## src/rtl/core/cmre_pkg.sv

```systemverilog
`default_nettype none

package cmre_pkg;

    localparam int SAMPLE_BITS = 16;
    localparam int HW_BITS = 6;
    localparam logic [HW_BITS-1:0] HW_RESET = 6'd8;

    typedef struct packed {
        logic busy;
        logic done;
    } unit_stat_t;

endpackage

`default_nettype wire

```

## src/rtl/core/cmre_in_if.sv

```systemverilog
`default_nettype none

interface cmre_in_if;

    logic valid;
    logic ready;
    logic signed [cmre_pkg::SAMPLE_BITS-1:0] sample;
    logic last;

    modport source (output valid, output sample, output last, input ready);
    modport sink (input valid, input sample, input last, output ready);

endinterface

`default_nettype wire

```

## src/rtl/core/cmre_out_if.sv

```systemverilog
`default_nettype none

interface cmre_out_if;

    logic valid;
    logic ready;
    logic [cmre_pkg::SAMPLE_BITS-1:0] rms;
    logic last_res;

    modport source (output valid, output rms, output last_res, input ready);
    modport sink (input valid, input rms, input last_res, output ready);

endinterface

`default_nettype wire

```

## src/rtl/core/cmre_div.sv

```systemverilog
`default_nettype none

module cmre_div #(
    parameter int DW = 37,
    parameter int VW = 7
) (
    input  logic                 clk,
    input  logic                 rst_n,
    input  logic                 start,
    input  logic [DW-1:0]        dividend,
    input  logic [VW-1:0]        divisor,
    output cmre_pkg::unit_stat_t stat,
    output logic [DW-1:0]        quot
);

    localparam int CTW = $clog2(DW + 1);

    logic           busy_reg, busy_next;
    logic           done_reg, done_next;
    logic [CTW-1:0] cnt_reg, cnt_next;
    logic [DW-1:0]  acc_reg, acc_next;
    logic [VW-1:0]  rem_reg, rem_next;
    logic [VW-1:0]  dsr_reg, dsr_next;
    logic [VW:0]    rem_sh;
    logic [VW:0]    rem_sub;
    logic           fits;

    assign rem_sh  = {rem_reg, acc_reg[DW-1]};
    assign rem_sub = rem_sh - {1'b0, dsr_reg};
    assign fits    = (rem_sh >= {1'b0, dsr_reg});

    always_comb
    begin
        busy_next = busy_reg;
        done_next = 1'b0;
        cnt_next  = cnt_reg;
        acc_next  = acc_reg;
        rem_next  = rem_reg;
        dsr_next  = dsr_reg;
        if (start)
        begin
            busy_next = 1'b1;
            cnt_next  = CTW'(DW);
            acc_next  = dividend;
            rem_next  = '0;
            dsr_next  = divisor;
        end
        else if (busy_reg)
        begin
            acc_next = {acc_reg[DW-2:0], fits};
            rem_next = fits ? rem_sub[VW-1:0] : rem_sh[VW-1:0];
            cnt_next = cnt_reg - CTW'(1);
            if (cnt_reg == CTW'(1))
            begin
                busy_next = 1'b0;
                done_next = 1'b1;
            end
        end
    end

    always_ff @(posedge clk or negedge rst_n)
    begin
        if (!rst_n)
        begin
            busy_reg <= 1'b0;
            done_reg <= 1'b0;
            cnt_reg  <= '0;
        end
        else
        begin
            busy_reg <= busy_next;
            done_reg <= done_next;
            cnt_reg  <= cnt_next;
        end
    end

    always_ff @(posedge clk)
    begin
        acc_reg <= acc_next;
        rem_reg <= rem_next;
        dsr_reg <= dsr_next;
    end

    assign stat.busy = busy_reg;
    assign stat.done = done_reg;
    assign quot      = acc_reg;

endmodule

`default_nettype wire

```

## src/rtl/core/cmre_sqrt.sv

```systemverilog
`default_nettype none

module cmre_sqrt #(
    parameter int RW = 16
) (
    input  logic                 clk,
    input  logic                 rst_n,
    input  logic                 start,
    input  logic [2*RW-1:0]      radicand,
    output cmre_pkg::unit_stat_t stat,
    output logic [RW-1:0]        root
);

    localparam int CTW = $clog2(RW + 1);

    logic            busy_reg, busy_next;
    logic            done_reg, done_next;
    logic [CTW-1:0]  cnt_reg, cnt_next;
    logic [2*RW-1:0] rad_reg, rad_next;
    logic [RW:0]     rem_reg, rem_next;
    logic [RW-1:0]   root_reg, root_next;
    logic [RW+2:0]   rem_sh;
    logic [RW+2:0]   trial;
    logic [RW+2:0]   rem_sub;
    logic            fits;

    assign rem_sh  = {rem_reg, rad_reg[2*RW-1 -: 2]};
    assign trial   = {1'b0, root_reg, 2'b01};
    assign rem_sub = rem_sh - trial;
    assign fits    = (rem_sh >= trial);

    always_comb
    begin
        busy_next = busy_reg;
        done_next = 1'b0;
        cnt_next  = cnt_reg;
        rad_next  = rad_reg;
        rem_next  = rem_reg;
        root_next = root_reg;
        if (start)
        begin
            busy_next = 1'b1;
            cnt_next  = CTW'(RW);
            rad_next  = radicand;
            rem_next  = '0;
            root_next = '0;
        end
        else if (busy_reg)
        begin
            rad_next  = {rad_reg[2*RW-3:0], 2'b00};
            rem_next  = fits ? rem_sub[RW:0] : rem_sh[RW:0];
            root_next = {root_reg[RW-2:0], fits};
            cnt_next  = cnt_reg - CTW'(1);
            if (cnt_reg == CTW'(1))
            begin
                busy_next = 1'b0;
                done_next = 1'b1;
            end
        end
    end

    always_ff @(posedge clk or negedge rst_n)
    begin
        if (!rst_n)
        begin
            busy_reg <= 1'b0;
            done_reg <= 1'b0;
            cnt_reg  <= '0;
        end
        else
        begin
            busy_reg <= busy_next;
            done_reg <= done_next;
            cnt_reg  <= cnt_next;
        end
    end

    always_ff @(posedge clk)
    begin
        rad_reg  <= rad_next;
        rem_reg  <= rem_next;
        root_reg <= root_next;
    end

    assign stat.busy = busy_reg;
    assign stat.done = done_reg;
    assign root      = root_reg;

endmodule

`default_nettype wire

```

## src/rtl/core/centered_moving_rms_envelope_unit.sv

```systemverilog
// Channel      Port                 Direction  Payload
// samples      samples.valid/ready  in         sample (signed Q1.15), last
// envelope     envelope.valid/ready out        rms (unsigned Q1.15), last_res
// config       cfg_wr_en            in         cfg_wr_data = half_width
//
// For each result the block reads the n samples of the clipped window, then runs the
// bit-serial divider (37 steps) and square root (16 steps) one after the other.
// Each item takes its request and, after its results, a check that nothing more is owed;
// an item that releases no result passes through only the request and the check.
// Reset clears the control state and sets half_width to 8; the delay memory
// is not cleared. A stalled envelope request holds the block before its next
// result, while an earlier result waits in the output register.
`default_nettype none

module centered_moving_rms_envelope_unit #(
    parameter int HALF_MAX = 32
) (
    input  logic                            clk,
    input  logic                            rst_n,
    input  logic                            cfg_wr_en,
    input  logic [cmre_pkg::HW_BITS-1:0]    cfg_wr_data,
    cmre_in_if.sink                         samples,
    cmre_out_if.source                      envelope
);

    localparam int SB    = cmre_pkg::SAMPLE_BITS;
    localparam int AW    = $clog2(2 * HALF_MAX);
    localparam int DEPTH = 1 << AW;
    localparam int CW    = AW + 1;
    localparam int SQW   = 2 * SB - 1;
    localparam int SW    = SQW + AW;

    localparam logic [2:0] ST_IDLE  = 3'd0;
    localparam logic [2:0] ST_CHECK = 3'd1;
    localparam logic [2:0] ST_ACC   = 3'd2;
    localparam logic [2:0] ST_DIV   = 3'd3;
    localparam logic [2:0] ST_SQRT  = 3'd4;
    localparam logic [2:0] ST_EMIT  = 3'd5;

    logic [2:0]                   state_reg, state_next;
    logic [cmre_pkg::HW_BITS-1:0] half_width_reg;

    logic [SB-1:0] mem [DEPTH];
    logic [AW-1:0] wp_reg;
    logic [AW-1:0] newest_addr;
    logic [AW-1:0] rd_addr;

    logic [CW-1:0] seen_reg, seen_next;
    logic [CW-1:0] off_reg, off_next;
    logic [CW-1:0] k_reg, k_next;
    logic [CW-1:0] hi_reg, hi_next;
    logic [CW-1:0] cnt_reg, cnt_next;
    logic          last_reg, last_next;
    logic          dzero_reg, dzero_next;
    logic          issue_reg, issue_next;
    logic          v1_reg, v2_reg;

    logic [SB-1:0]   rd_reg;
    logic [SB-1:0]   mag;
    logic [2*SB-1:0] prod;
    logic [SQW-1:0]  sq_reg;
    logic [SW-1:0]   sum_reg, sum_next;

    logic [CW-1:0] h_eff;
    logic [CW-1:0] thr;
    logic [CW-1:0] lo_c;
    logic [CW-1:0] hi_raw;
    logic [CW-1:0] hi_c;
    logic [CW-1:0] cnt_c;

    logic                 in_acc;
    logic                 out_load;
    logic                 div_start;
    logic                 sqrt_start;
    cmre_pkg::unit_stat_t div_stat;
    cmre_pkg::unit_stat_t sqrt_stat;
    logic [SW-1:0]        quot;
    logic [SB-1:0]        root;

    logic          out_valid_reg, out_valid_next;
    logic [SB-1:0] rms_reg;
    logic          last_res_reg;

    assign samples.ready = (state_reg == ST_IDLE);
    assign in_acc        = samples.valid && samples.ready;

    always_comb
    begin
        if (int'(half_width_reg) > HALF_MAX)
        begin
            h_eff = CW'(HALF_MAX);
        end
        else
        begin
            h_eff = CW'(half_width_reg);
        end
    end

    assign thr = ((h_eff == '0) || last_reg) ? CW'(1) : h_eff;

    // Window of the oldest owed result, as distances behind the newest sample.
    always_comb
    begin
        if (h_eff == '0)
        begin
            lo_c   = off_reg - CW'(1);
            hi_raw = off_reg - CW'(1);
        end
        else
        begin
            lo_c   = (off_reg >= h_eff) ? (off_reg - h_eff) : '0;
            hi_raw = off_reg - CW'(1) + h_eff;
        end
        hi_c  = (hi_raw > (seen_reg - CW'(1))) ? (seen_reg - CW'(1)) : hi_raw;
        cnt_c = hi_c - lo_c + CW'(1);
    end

    assign newest_addr = wp_reg - AW'(1);
    assign rd_addr     = newest_addr - k_reg[AW-1:0];
    assign mag         = rd_reg[SB-1] ? (~rd_reg + SB'(1)) : rd_reg;
    assign prod        = mag * mag;

    always_comb
    begin
        state_next = state_reg;
        seen_next  = seen_reg;
        off_next   = off_reg;
        k_next     = k_reg;
        hi_next    = hi_reg;
        cnt_next   = cnt_reg;
        last_next  = last_reg;
        dzero_next = dzero_reg;
        issue_next = issue_reg;
        sum_next   = v2_reg ? (sum_reg + SW'(sq_reg)) : sum_reg;
        div_start  = 1'b0;
        sqrt_start = 1'b0;
        out_load   = 1'b0;
        case (state_reg)
            ST_IDLE:
            begin
                if (in_acc)
                begin
                    last_next  = samples.last;
                    seen_next  = (seen_reg == CW'(DEPTH)) ? seen_reg : (seen_reg + CW'(1));
                    off_next   = off_reg + CW'(1);
                    state_next = ST_CHECK;
                end
            end
            ST_CHECK:
            begin
                if (off_reg >= thr)
                begin
                    k_next     = lo_c;
                    hi_next    = hi_c;
                    cnt_next   = cnt_c;
                    dzero_next = (off_reg == CW'(1));
                    issue_next = 1'b1;
                    sum_next   = '0;
                    state_next = ST_ACC;
                end
                else
                begin
                    if (last_reg)
                    begin
                        seen_next = '0;
                        off_next  = '0;
                    end
                    state_next = ST_IDLE;
                end
            end
            ST_ACC:
            begin
                if (issue_reg)
                begin
                    k_next = k_reg + CW'(1);
                    if (k_reg == hi_reg)
                    begin
                        issue_next = 1'b0;
                    end
                end
                else if (!v1_reg && !v2_reg && !div_stat.busy)
                begin
                    div_start  = 1'b1;
                    state_next = ST_DIV;
                end
            end
            ST_DIV:
            begin
                if (div_stat.done)
                begin
                    sqrt_start = 1'b1;
                    state_next = ST_SQRT;
                end
            end
            ST_SQRT:
            begin
                if (sqrt_stat.done)
                begin
                    state_next = ST_EMIT;
                end
            end
            ST_EMIT:
            begin
                if (!out_valid_reg || envelope.ready)
                begin
                    out_load   = 1'b1;
                    off_next   = off_reg - CW'(1);
                    state_next = ST_CHECK;
                end
            end
            default:
            begin
                state_next = ST_IDLE;
            end
        endcase
    end

    always_comb
    begin
        if (out_load)
        begin
            out_valid_next = 1'b1;
        end
        else if (envelope.ready)
        begin
            out_valid_next = 1'b0;
        end
        else
        begin
            out_valid_next = out_valid_reg;
        end
    end

    always_ff @(posedge clk or negedge rst_n)
    begin
        if (!rst_n)
        begin
            state_reg      <= ST_IDLE;
            half_width_reg <= cmre_pkg::HW_RESET;
            wp_reg         <= '0;
            seen_reg       <= '0;
            off_reg        <= '0;
            k_reg          <= '0;
            hi_reg         <= '0;
            cnt_reg        <= '0;
            last_reg       <= 1'b0;
            dzero_reg      <= 1'b0;
            issue_reg      <= 1'b0;
            v1_reg         <= 1'b0;
            v2_reg         <= 1'b0;
            out_valid_reg  <= 1'b0;
        end
        else
        begin
            state_reg <= state_next;
            if (cfg_wr_en)
            begin
                half_width_reg <= cfg_wr_data;
            end
            if (in_acc)
            begin
                wp_reg <= wp_reg + AW'(1);
            end
            seen_reg      <= seen_next;
            off_reg       <= off_next;
            k_reg         <= k_next;
            hi_reg        <= hi_next;
            cnt_reg       <= cnt_next;
            last_reg      <= last_next;
            dzero_reg     <= dzero_next;
            issue_reg     <= issue_next;
            v1_reg        <= (state_reg == ST_ACC) && issue_reg;
            v2_reg        <= v1_reg;
            out_valid_reg <= out_valid_next;
        end
    end

    always_ff @(posedge clk)
    begin
        if (in_acc)
        begin
            mem[wp_reg] <= samples.sample;
        end
        rd_reg  <= mem[rd_addr];
        sq_reg  <= prod[SQW-1:0];
        sum_reg <= sum_next;
        if (out_load)
        begin
            rms_reg      <= root;
            last_res_reg <= last_reg && dzero_reg;
        end
    end

    cmre_div #(
        .DW (SW),
        .VW (CW)
    ) u_div (
        .clk      (clk),
        .rst_n    (rst_n),
        .start    (div_start),
        .dividend (sum_reg),
        .divisor  (cnt_reg),
        .stat     (div_stat),
        .quot     (quot)
    );

    cmre_sqrt #(
        .RW (SB)
    ) u_sqrt (
        .clk      (clk),
        .rst_n    (rst_n),
        .start    (sqrt_start),
        .radicand ({1'b0, quot[SQW-1:0]}),
        .stat     (sqrt_stat),
        .root     (root)
    );

    assign envelope.valid    = out_valid_reg;
    assign envelope.rms      = rms_reg;
    assign envelope.last_res = last_res_reg;

endmodule

`default_nettype wire

```

## src/flat_wrapper.sv

```systemverilog
// flat-port wrapper written by rule: the top's interface ports become plain ports
module centered_moving_rms_envelope_unit_flat 
#(
    parameter int HALF_MAX = 32
)
  (clk, rst_n, cfg_wr_en, cfg_wr_data, samples_valid, samples_sample, samples_last, samples_ready, envelope_valid, envelope_rms, envelope_last_res, envelope_ready);
  cmre_in_if samples_i ();
  cmre_out_if envelope_i ();
  input  logic clk;
  input  logic rst_n;
  input  logic cfg_wr_en;
  input  logic [cmre_pkg::HW_BITS-1:0] cfg_wr_data;
  input wire logic [$bits(samples_i.valid)-1:0] samples_valid;
  input wire logic [$bits(samples_i.sample)-1:0] samples_sample;
  input wire logic [$bits(samples_i.last)-1:0] samples_last;
  output wire logic [$bits(samples_i.ready)-1:0] samples_ready;
  output wire logic [$bits(envelope_i.valid)-1:0] envelope_valid;
  output wire logic [$bits(envelope_i.rms)-1:0] envelope_rms;
  output wire logic [$bits(envelope_i.last_res)-1:0] envelope_last_res;
  input wire logic [$bits(envelope_i.ready)-1:0] envelope_ready;
  assign samples_i.valid = samples_valid;
  assign samples_i.sample = samples_sample;
  assign samples_i.last = samples_last;
  assign samples_ready = samples_i.ready;
  assign envelope_valid = envelope_i.valid;
  assign envelope_rms = envelope_i.rms;
  assign envelope_last_res = envelope_i.last_res;
  assign envelope_i.ready = envelope_ready;
  centered_moving_rms_envelope_unit #(.HALF_MAX(HALF_MAX)) u_core (.clk(clk), .rst_n(rst_n), .cfg_wr_en(cfg_wr_en), .cfg_wr_data(cfg_wr_data), .samples(samples_i), .envelope(envelope_i));
endmodule
```

## config.mk

```make
export PLATFORM = sky130hd
export DESIGN_NAME = centered_moving_rms_envelope_unit_flat
export DESIGN_NICKNAME = d
export VERILOG_FILES = /design/src/rtl/core/cmre_pkg.sv /design/src/rtl/core/cmre_in_if.sv /design/src/rtl/core/cmre_out_if.sv /design/src/rtl/core/cmre_div.sv /design/src/rtl/core/cmre_sqrt.sv /design/src/rtl/core/centered_moving_rms_envelope_unit.sv /design/src/flat_wrapper.sv
export SDC_FILE = /design/constraint.sdc
export NUM_CORES = 2
export LEC_CHECK = 0
export BUFFER_PORTS_ARGS = -buffer_cell sky130_fd_sc_hd__buf_2
export CAP_MARGIN = 40
export CELL_PAD_IN_SITES_DETAIL_PLACEMENT = 0
export CELL_PAD_IN_SITES_GLOBAL_PLACEMENT = 1
export CORE_MARGIN = 4
export CORE_UTILIZATION = 35
export CTS_CLUSTER_DIAMETER = 40
export DETAILED_ROUTE_END_ITERATION = 12
export PLACE_DENSITY = 0.56
export SETUP_SLACK_MARGIN = 0.1
export SLEW_MARGIN = 10
export SYNTH_ARGS = -nofsm -noshare
export SYNTH_HDL_FRONTEND = slang
export SYNTH_SLANG_ARGS = --single-unit
```

## constraint.sdc

```tcl
create_clock -name clk -period 6.9 [get_ports clk]
set_input_delay 0.345 -clock clk [delete_from_list [all_inputs] [get_ports clk]]
set_output_delay 0.345 -clock clk [all_outputs]
set_load 0.02 [all_outputs]
```

## After elaboration in Yosys (flattened, before gate mapping)

Memories as Yosys holds them, arrays and structs flattened. A register that Yosys moved wholly into a read port is not among the register bits.
Cells that the tools add are included.

- Bitwise logic cells: 1
- Mux-type cells: 66
- Add/subtract/negate cells: 18
- Reductions and logical operators: 26
- Multipliers: 1
- Magnitude comparators: 6
- Equality and inequality tests: 21

Operator list:

| operator | count |
|---|---|
| $mux 37 | 5 |
| $mux 7 | 13 |
| $mux 31 | 2 |
| $add 37x31->37 | 1 |
| $mul 16x16->31 | 1 |
| $add 7x1->7 const B | 4 |
| $pmux 7 s2 | 2 |
| $mux 1 | 26 |
| $mux 6 | 4 |
| $pmux 7 s3 | 1 |
| $ge 19x18->1 | 1 |
| $mux 3 | 6 |
| $pmux 3 s6 | 1 |
| $mux 17 | 1 |
| $sub 17x17->17 | 1 |
| $add 16x1->16 const B | 1 |
| $mux 16 | 1 |
| $not 16->16 | 1 |
| $sub 7x1->7 const B | 2 |
| $sub 7x7->7 | 2 |
| $ne 2x2->1 const B | 6 |
| $sub 6x1->6 const B | 2 |
| $mux 5 | 2 |
| $ne 2x1->1 const B | 5 |
| 31 further kinds | 48 |

- Word-level logic and storage cells: 171
- Flip-flop bits (word level): 272
- Memories kept: 1
- Output and inout port bits: 19
- Bits of input ports: 28
- Memory bits (writable): 1024

Memory list:

| name | words | width | rd ports | clocked after Yosys merged registers in | write ports | line | RTL |
|---|---|---|---|---|---|---|---|
| u_core.mem | 64 | 16 | 1 | 1 | 1 | centered_moving_rms_envelope_unit.sv:43 | `logic [SB-1:0] mem [DEPTH];` |

## Depth between registers and ports, before layout

- Depth after elaboration: 8
- Gate-level depth with buffers: 31
- Depth with buffers taken out: 29

## Hierarchy

From an unflattened synthesis, not the netlist that was laid out.

- Cells, all modules: 3924
- Area, all modules: 61808.0 µm²

By module, submodules not included:

| module | cells an instance | sequential area each (µm²) | area each (µm²) | times used |
|---|---|---|---|---|
| centered_moving_rms_envelope_unit | 3342 | 34324.2 | 54966.5 | 1 |
| cmre_sqrt | 354 | 1796.7 | 3862.5 | 1 |
| cmre_div | 228 | 1661.6 | 2979.1 | 1 |

## Worst setup path after synthesis

Ideal clock, no wire load.

- Path type: reg2reg
- From: register u_core.rd_reg[0] (read register of u_core.mem)
- To: register u_core.sq_reg[30]
- Buffers on the path: 2
- Library setup time: 127 ps
- Data arrival time: 7131 ps
- Path slack: -358 ps
- Period minus slack after synthesis: 7258 ps
- Stages on the path, launching flop included: 30
- Required time: 6773 ps
- Cell sequence: dfxtp_1 inv_1 clkbuf_1 ha_1 nand2b_1 o31ai_1 xor2_1 inv_1 clkbuf_1 nand2_1 inv_1 fa_1 inv_1 fa_1 inv_1 fa_1 inv_1 fa_1 inv_1 fa_1 fa_1 ha_1 a21oi_1 o21bai_1 a2111oi_0 a211oi_1 o2111ai_1 a21boi_0 a221oi_1 xnor2_1

- Cells in the longest elaborated chain, start to end: 4

RTL lines:

| what | line | RTL |
|---|---|---|
| start: declaration | centered_moving_rms_envelope_unit.sv:58 | `logic [SB-1:0] rd_reg;` |
| $not 16->16 | centered_moving_rms_envelope_unit.sv:120 | `assign mag = rd_reg[SB-1] ? (~rd_reg + SB'(1)) : rd_reg;` |
| $add 16x1->16 | centered_moving_rms_envelope_unit.sv:120 |  |
| $mux 16 (*) | centered_moving_rms_envelope_unit.sv:120 |  |
| $mul 16x16->31 (*) | centered_moving_rms_envelope_unit.sv:121 | `assign prod = mag * mag;` |
| named net u_core.prod[30] | centered_moving_rms_envelope_unit.sv:60 | `logic [2*SB-1:0] prod;` |
| end signal: assignment | centered_moving_rms_envelope_unit.sv:285 | `sq_reg <= prod[SQW-1:0];` |
| end: declaration | centered_moving_rms_envelope_unit.sv:61 | `logic [SQW-1:0] sq_reg;` |

Mark *: on every way through the listed nets, which the timed path passes. The rest lies on a longest branch.
A chain may end at the register's enable or synchronous reset.

## Worst setup path after layout

- From: register u_core.rd_reg[5] (read register of u_core.mem)
- To: register u_core.sq_reg[30]

The elaborated chain is that of the path after synthesis.

==> metrics.txt <==
peak supply drop about 0.23 mV; DRC Markers 0; remaining global-route overflow 0; Placer Congestion 0.797; CTS max path bufs 3; ys flop type edfxtp_1; CTS tree yes; final WL 155000 um; Core Area 0.175 sq mm; CTS HTree Levels 4; Layout area overhead 21.0%; PD cells 260 mW/mm^2; Post-synth EDFFs 1116; Yosys top cell area share 0.543; DR iter-0 viols 2314; share of layout cells above drive strength 1 0.257; crit end category flop; kind of critical path reg -> reg; startpoint types flop; Slew Viols, Final 0; Post-Synthesis Cells 4045; Final Cell Area ~0.075 sq mm; Clock transition at path regs 0.06 ns; Yosys reg bits roughly 1300; die height 428 um; P_leak 27.8 nW; post-DP HPWL 98000 um; critical path arrival a little under 8 ns; Syn Area/Cell 15.3 sq um; Final Setup Violations 9; most frequent cell after synthesis edfxtp_1; final worst slack -0.166 ns; Rows roughly 150; Final Hold Fails 0; fin util 0.428; Yosys cell types 90; CP Max Fanout 3; 1st-pass router iterations 5; Final nets 4876; die area 0.183 sq mm; worst skew pair latency roughly 0.83 ns; I/O pins between 40 and 50; count of input and output buffers between 40 and 50; Synth area leaders edfxtp_1, mux4_2, fa_1; Antenna Cells 0; final antenna-violating net count 0; first-pass GRT wire length 236000 um; post-route clock period utilization 1.02; placed instance area 0.0671 sq mm; worst hold slack 0.170 ns; Tightest Hold Check Type in -> reg; Overall Global Routing Usage 0.169; Sink Count 1311; CTS Root Buffer Type clkbuf_16; MaxCap Viol Count 0; Achievable Freq approximately 140 MHz; vias in the first global route 36400; largest net degree at the start of global routing 74; max_slew headroom 0.296; die width 428 um; Via Count 34800; Fillers 15900; wire length per cell between 20 and 25 um; register area share after synthesis 0.612; Starting Density 0.353; TritonCTS Buffers 192; top cells by count, synth edfxtp_1, nand2_1, inv_1; CP required 7.62 ns; RSZ-0062 raised after global routing yes; Yosys warnings 0; post-synth top area cell edfxtp_1; clk_skew 0.0828 ns; max FFs per register ~1000; failing checks negative setup slack; FFs w/ async S/R, synth 0.0542; crit path time final 7.07 ns; vias per cell around 5; Mapped Area 0.0617 sq mm; status finished with violations; initial antenna violation count 1; actual slew at the worst max-slew pin 1.05 ns
-- metrics by stage --
step                TNS (ns)  worst slack (ns)  power (mW)  instances
finish                -0.668            -0.166        19.4       6968
global route           -4.08            -0.408        20.1       6968
CTS                    -1.12            -0.184        19.7       6961
detailed placement     -2.42            -0.386        9.63       6557
global placement       -1.65            -0.296        9.62       6543
floorplan            -0.0477           -0.0477        9.27       4055
-- cells by family (layout without fill, tap and decap cells) --
group           count (synthesis)  count (layout)  share of synthesized area
compound gates                441             441                     0.0463
xor+xnor                      130             130                     0.0190
fa+ha+maj                     371             371                     0.0959
buf+inv                       485            1073                     0.0302
flops                        1311            1311                      0.612
mux                           410             410                      0.132
other cells                     2              12                   0.000122
simple gates                  895             895                     0.0647
-- layout by cell type, fill, tap and decap left out, types with 82 or more instances in the layout --
cell type	netlist	routed
a21oi_1	124	112
buf_4	0	277
clkbuf_16	0	200
dfxtp_1	124	122
edfxtp_1	1116	1116
fa_1	170	164
ha_1	201	187
inv_1	328	319
mux4_2	320	320
nand2_1	411	405
nor2_1	234	173
o21ai_0	87	82
-- area by class of cell --
cell class | instances | area, sq um | share of cell area
well taps | 2325 | 2910 | 0.0390
flip-flops and latches | 1311 | 37800 | 0.506
clock inverters | 139 | 1590 | 0.0213
multi-input cells | 2259 | 22900 | 0.307
repair buffers | 380 | 3110 | 0.0416
inverters | 333 | 1260 | 0.0169
clock buffers | 221 | 5100 | 0.0684
-- worst max-delay path: stages, from the launching register on --
cell	delay, ns
dfxtp_2	0.32
or4_4	0.53
or3_4	0.41
nor3_4	0.18
nand2b_1	0.12
buf_4	0.15
o21ai_4	0.20
xor2_2	0.21
buf_4	0.16
nor2_2	0.05
fa_1	0.47
fa_1	0.59
fa_1	0.46
fa_1	0.53
fa_1	0.49
inv_1	0.05
fa_1	0.49
inv_2	0.05
ha_4	0.21
a21o_1	0.17
a21o_1	0.18
a21oi_2	0.15
nor3_2	0.07
a211oi_2	0.19
a21boi_2	0.11
a221oi_2	0.28
xnor2_1	0.15
-- what timing repair did --
item,CTS,global route
gates resized for setup,69,36
buffers inserted,21,7
hold buffers,23,0
pin swaps,63,22
endpoints found under the setup margin,14,18
endpoints found under the hold margin,133,0
-- path summary, 6_finish.rpt --
kind,end,slack [ns],from,cells after the start
worst max-delay path,u_core.sq_reg[30]$_DFF_P_,-0.17,u_core.rd_reg[5]$_DFF_P_,26
worst min-delay path,u_core.mem[60][3]$_DFFE_PP_,0.17,samples_sample[3],2
worst max register to register,u_core.sq_reg[30]$_DFF_P_,-0.17,u_core.rd_reg[5]$_DFF_P_,26
worst min register to register,u_core.v2_reg$_DFF_PN0_,0.41,u_core.v1_reg$_DFF_PN0_,0
max in group asynchronous,u_core.seen_reg[4]$_DFFE_PN0P_,5.18,rst_n,4
min in group asynchronous,u_core.seen_reg[0]$_DFFE_PN0P_,0.56,rst_n,3
-- report_power, final --
part / internal (mW) / total, mW / switching [mW] / leakage (nW)
registers: 8.63 / 8.65 / 0.0215 / 11.8
clock network: 6.08 / 9.90 / 3.82 / 3.22
logic: 0.374 / 0.877 / 0.503 / 12.8
total: 15.1 / 19.4 / 4.35 / 27.8
-- layer usage --
metal | share of wire | vias to the layer above | routed length (um) | track usage
met2 | 0.50 | 599 | 78000 | 0.287
met4 | 0.019 | 0 | 2960 | 0.0415
met3 | 0.035 | 196 | 5460 | 0.0247
li1 | - | 16000 | - | -
met5 | 0 | - | 0 | 0
met1 | 0.44 | 18000 | 68800 | 0.230
(Power assumes the default switching activity.)
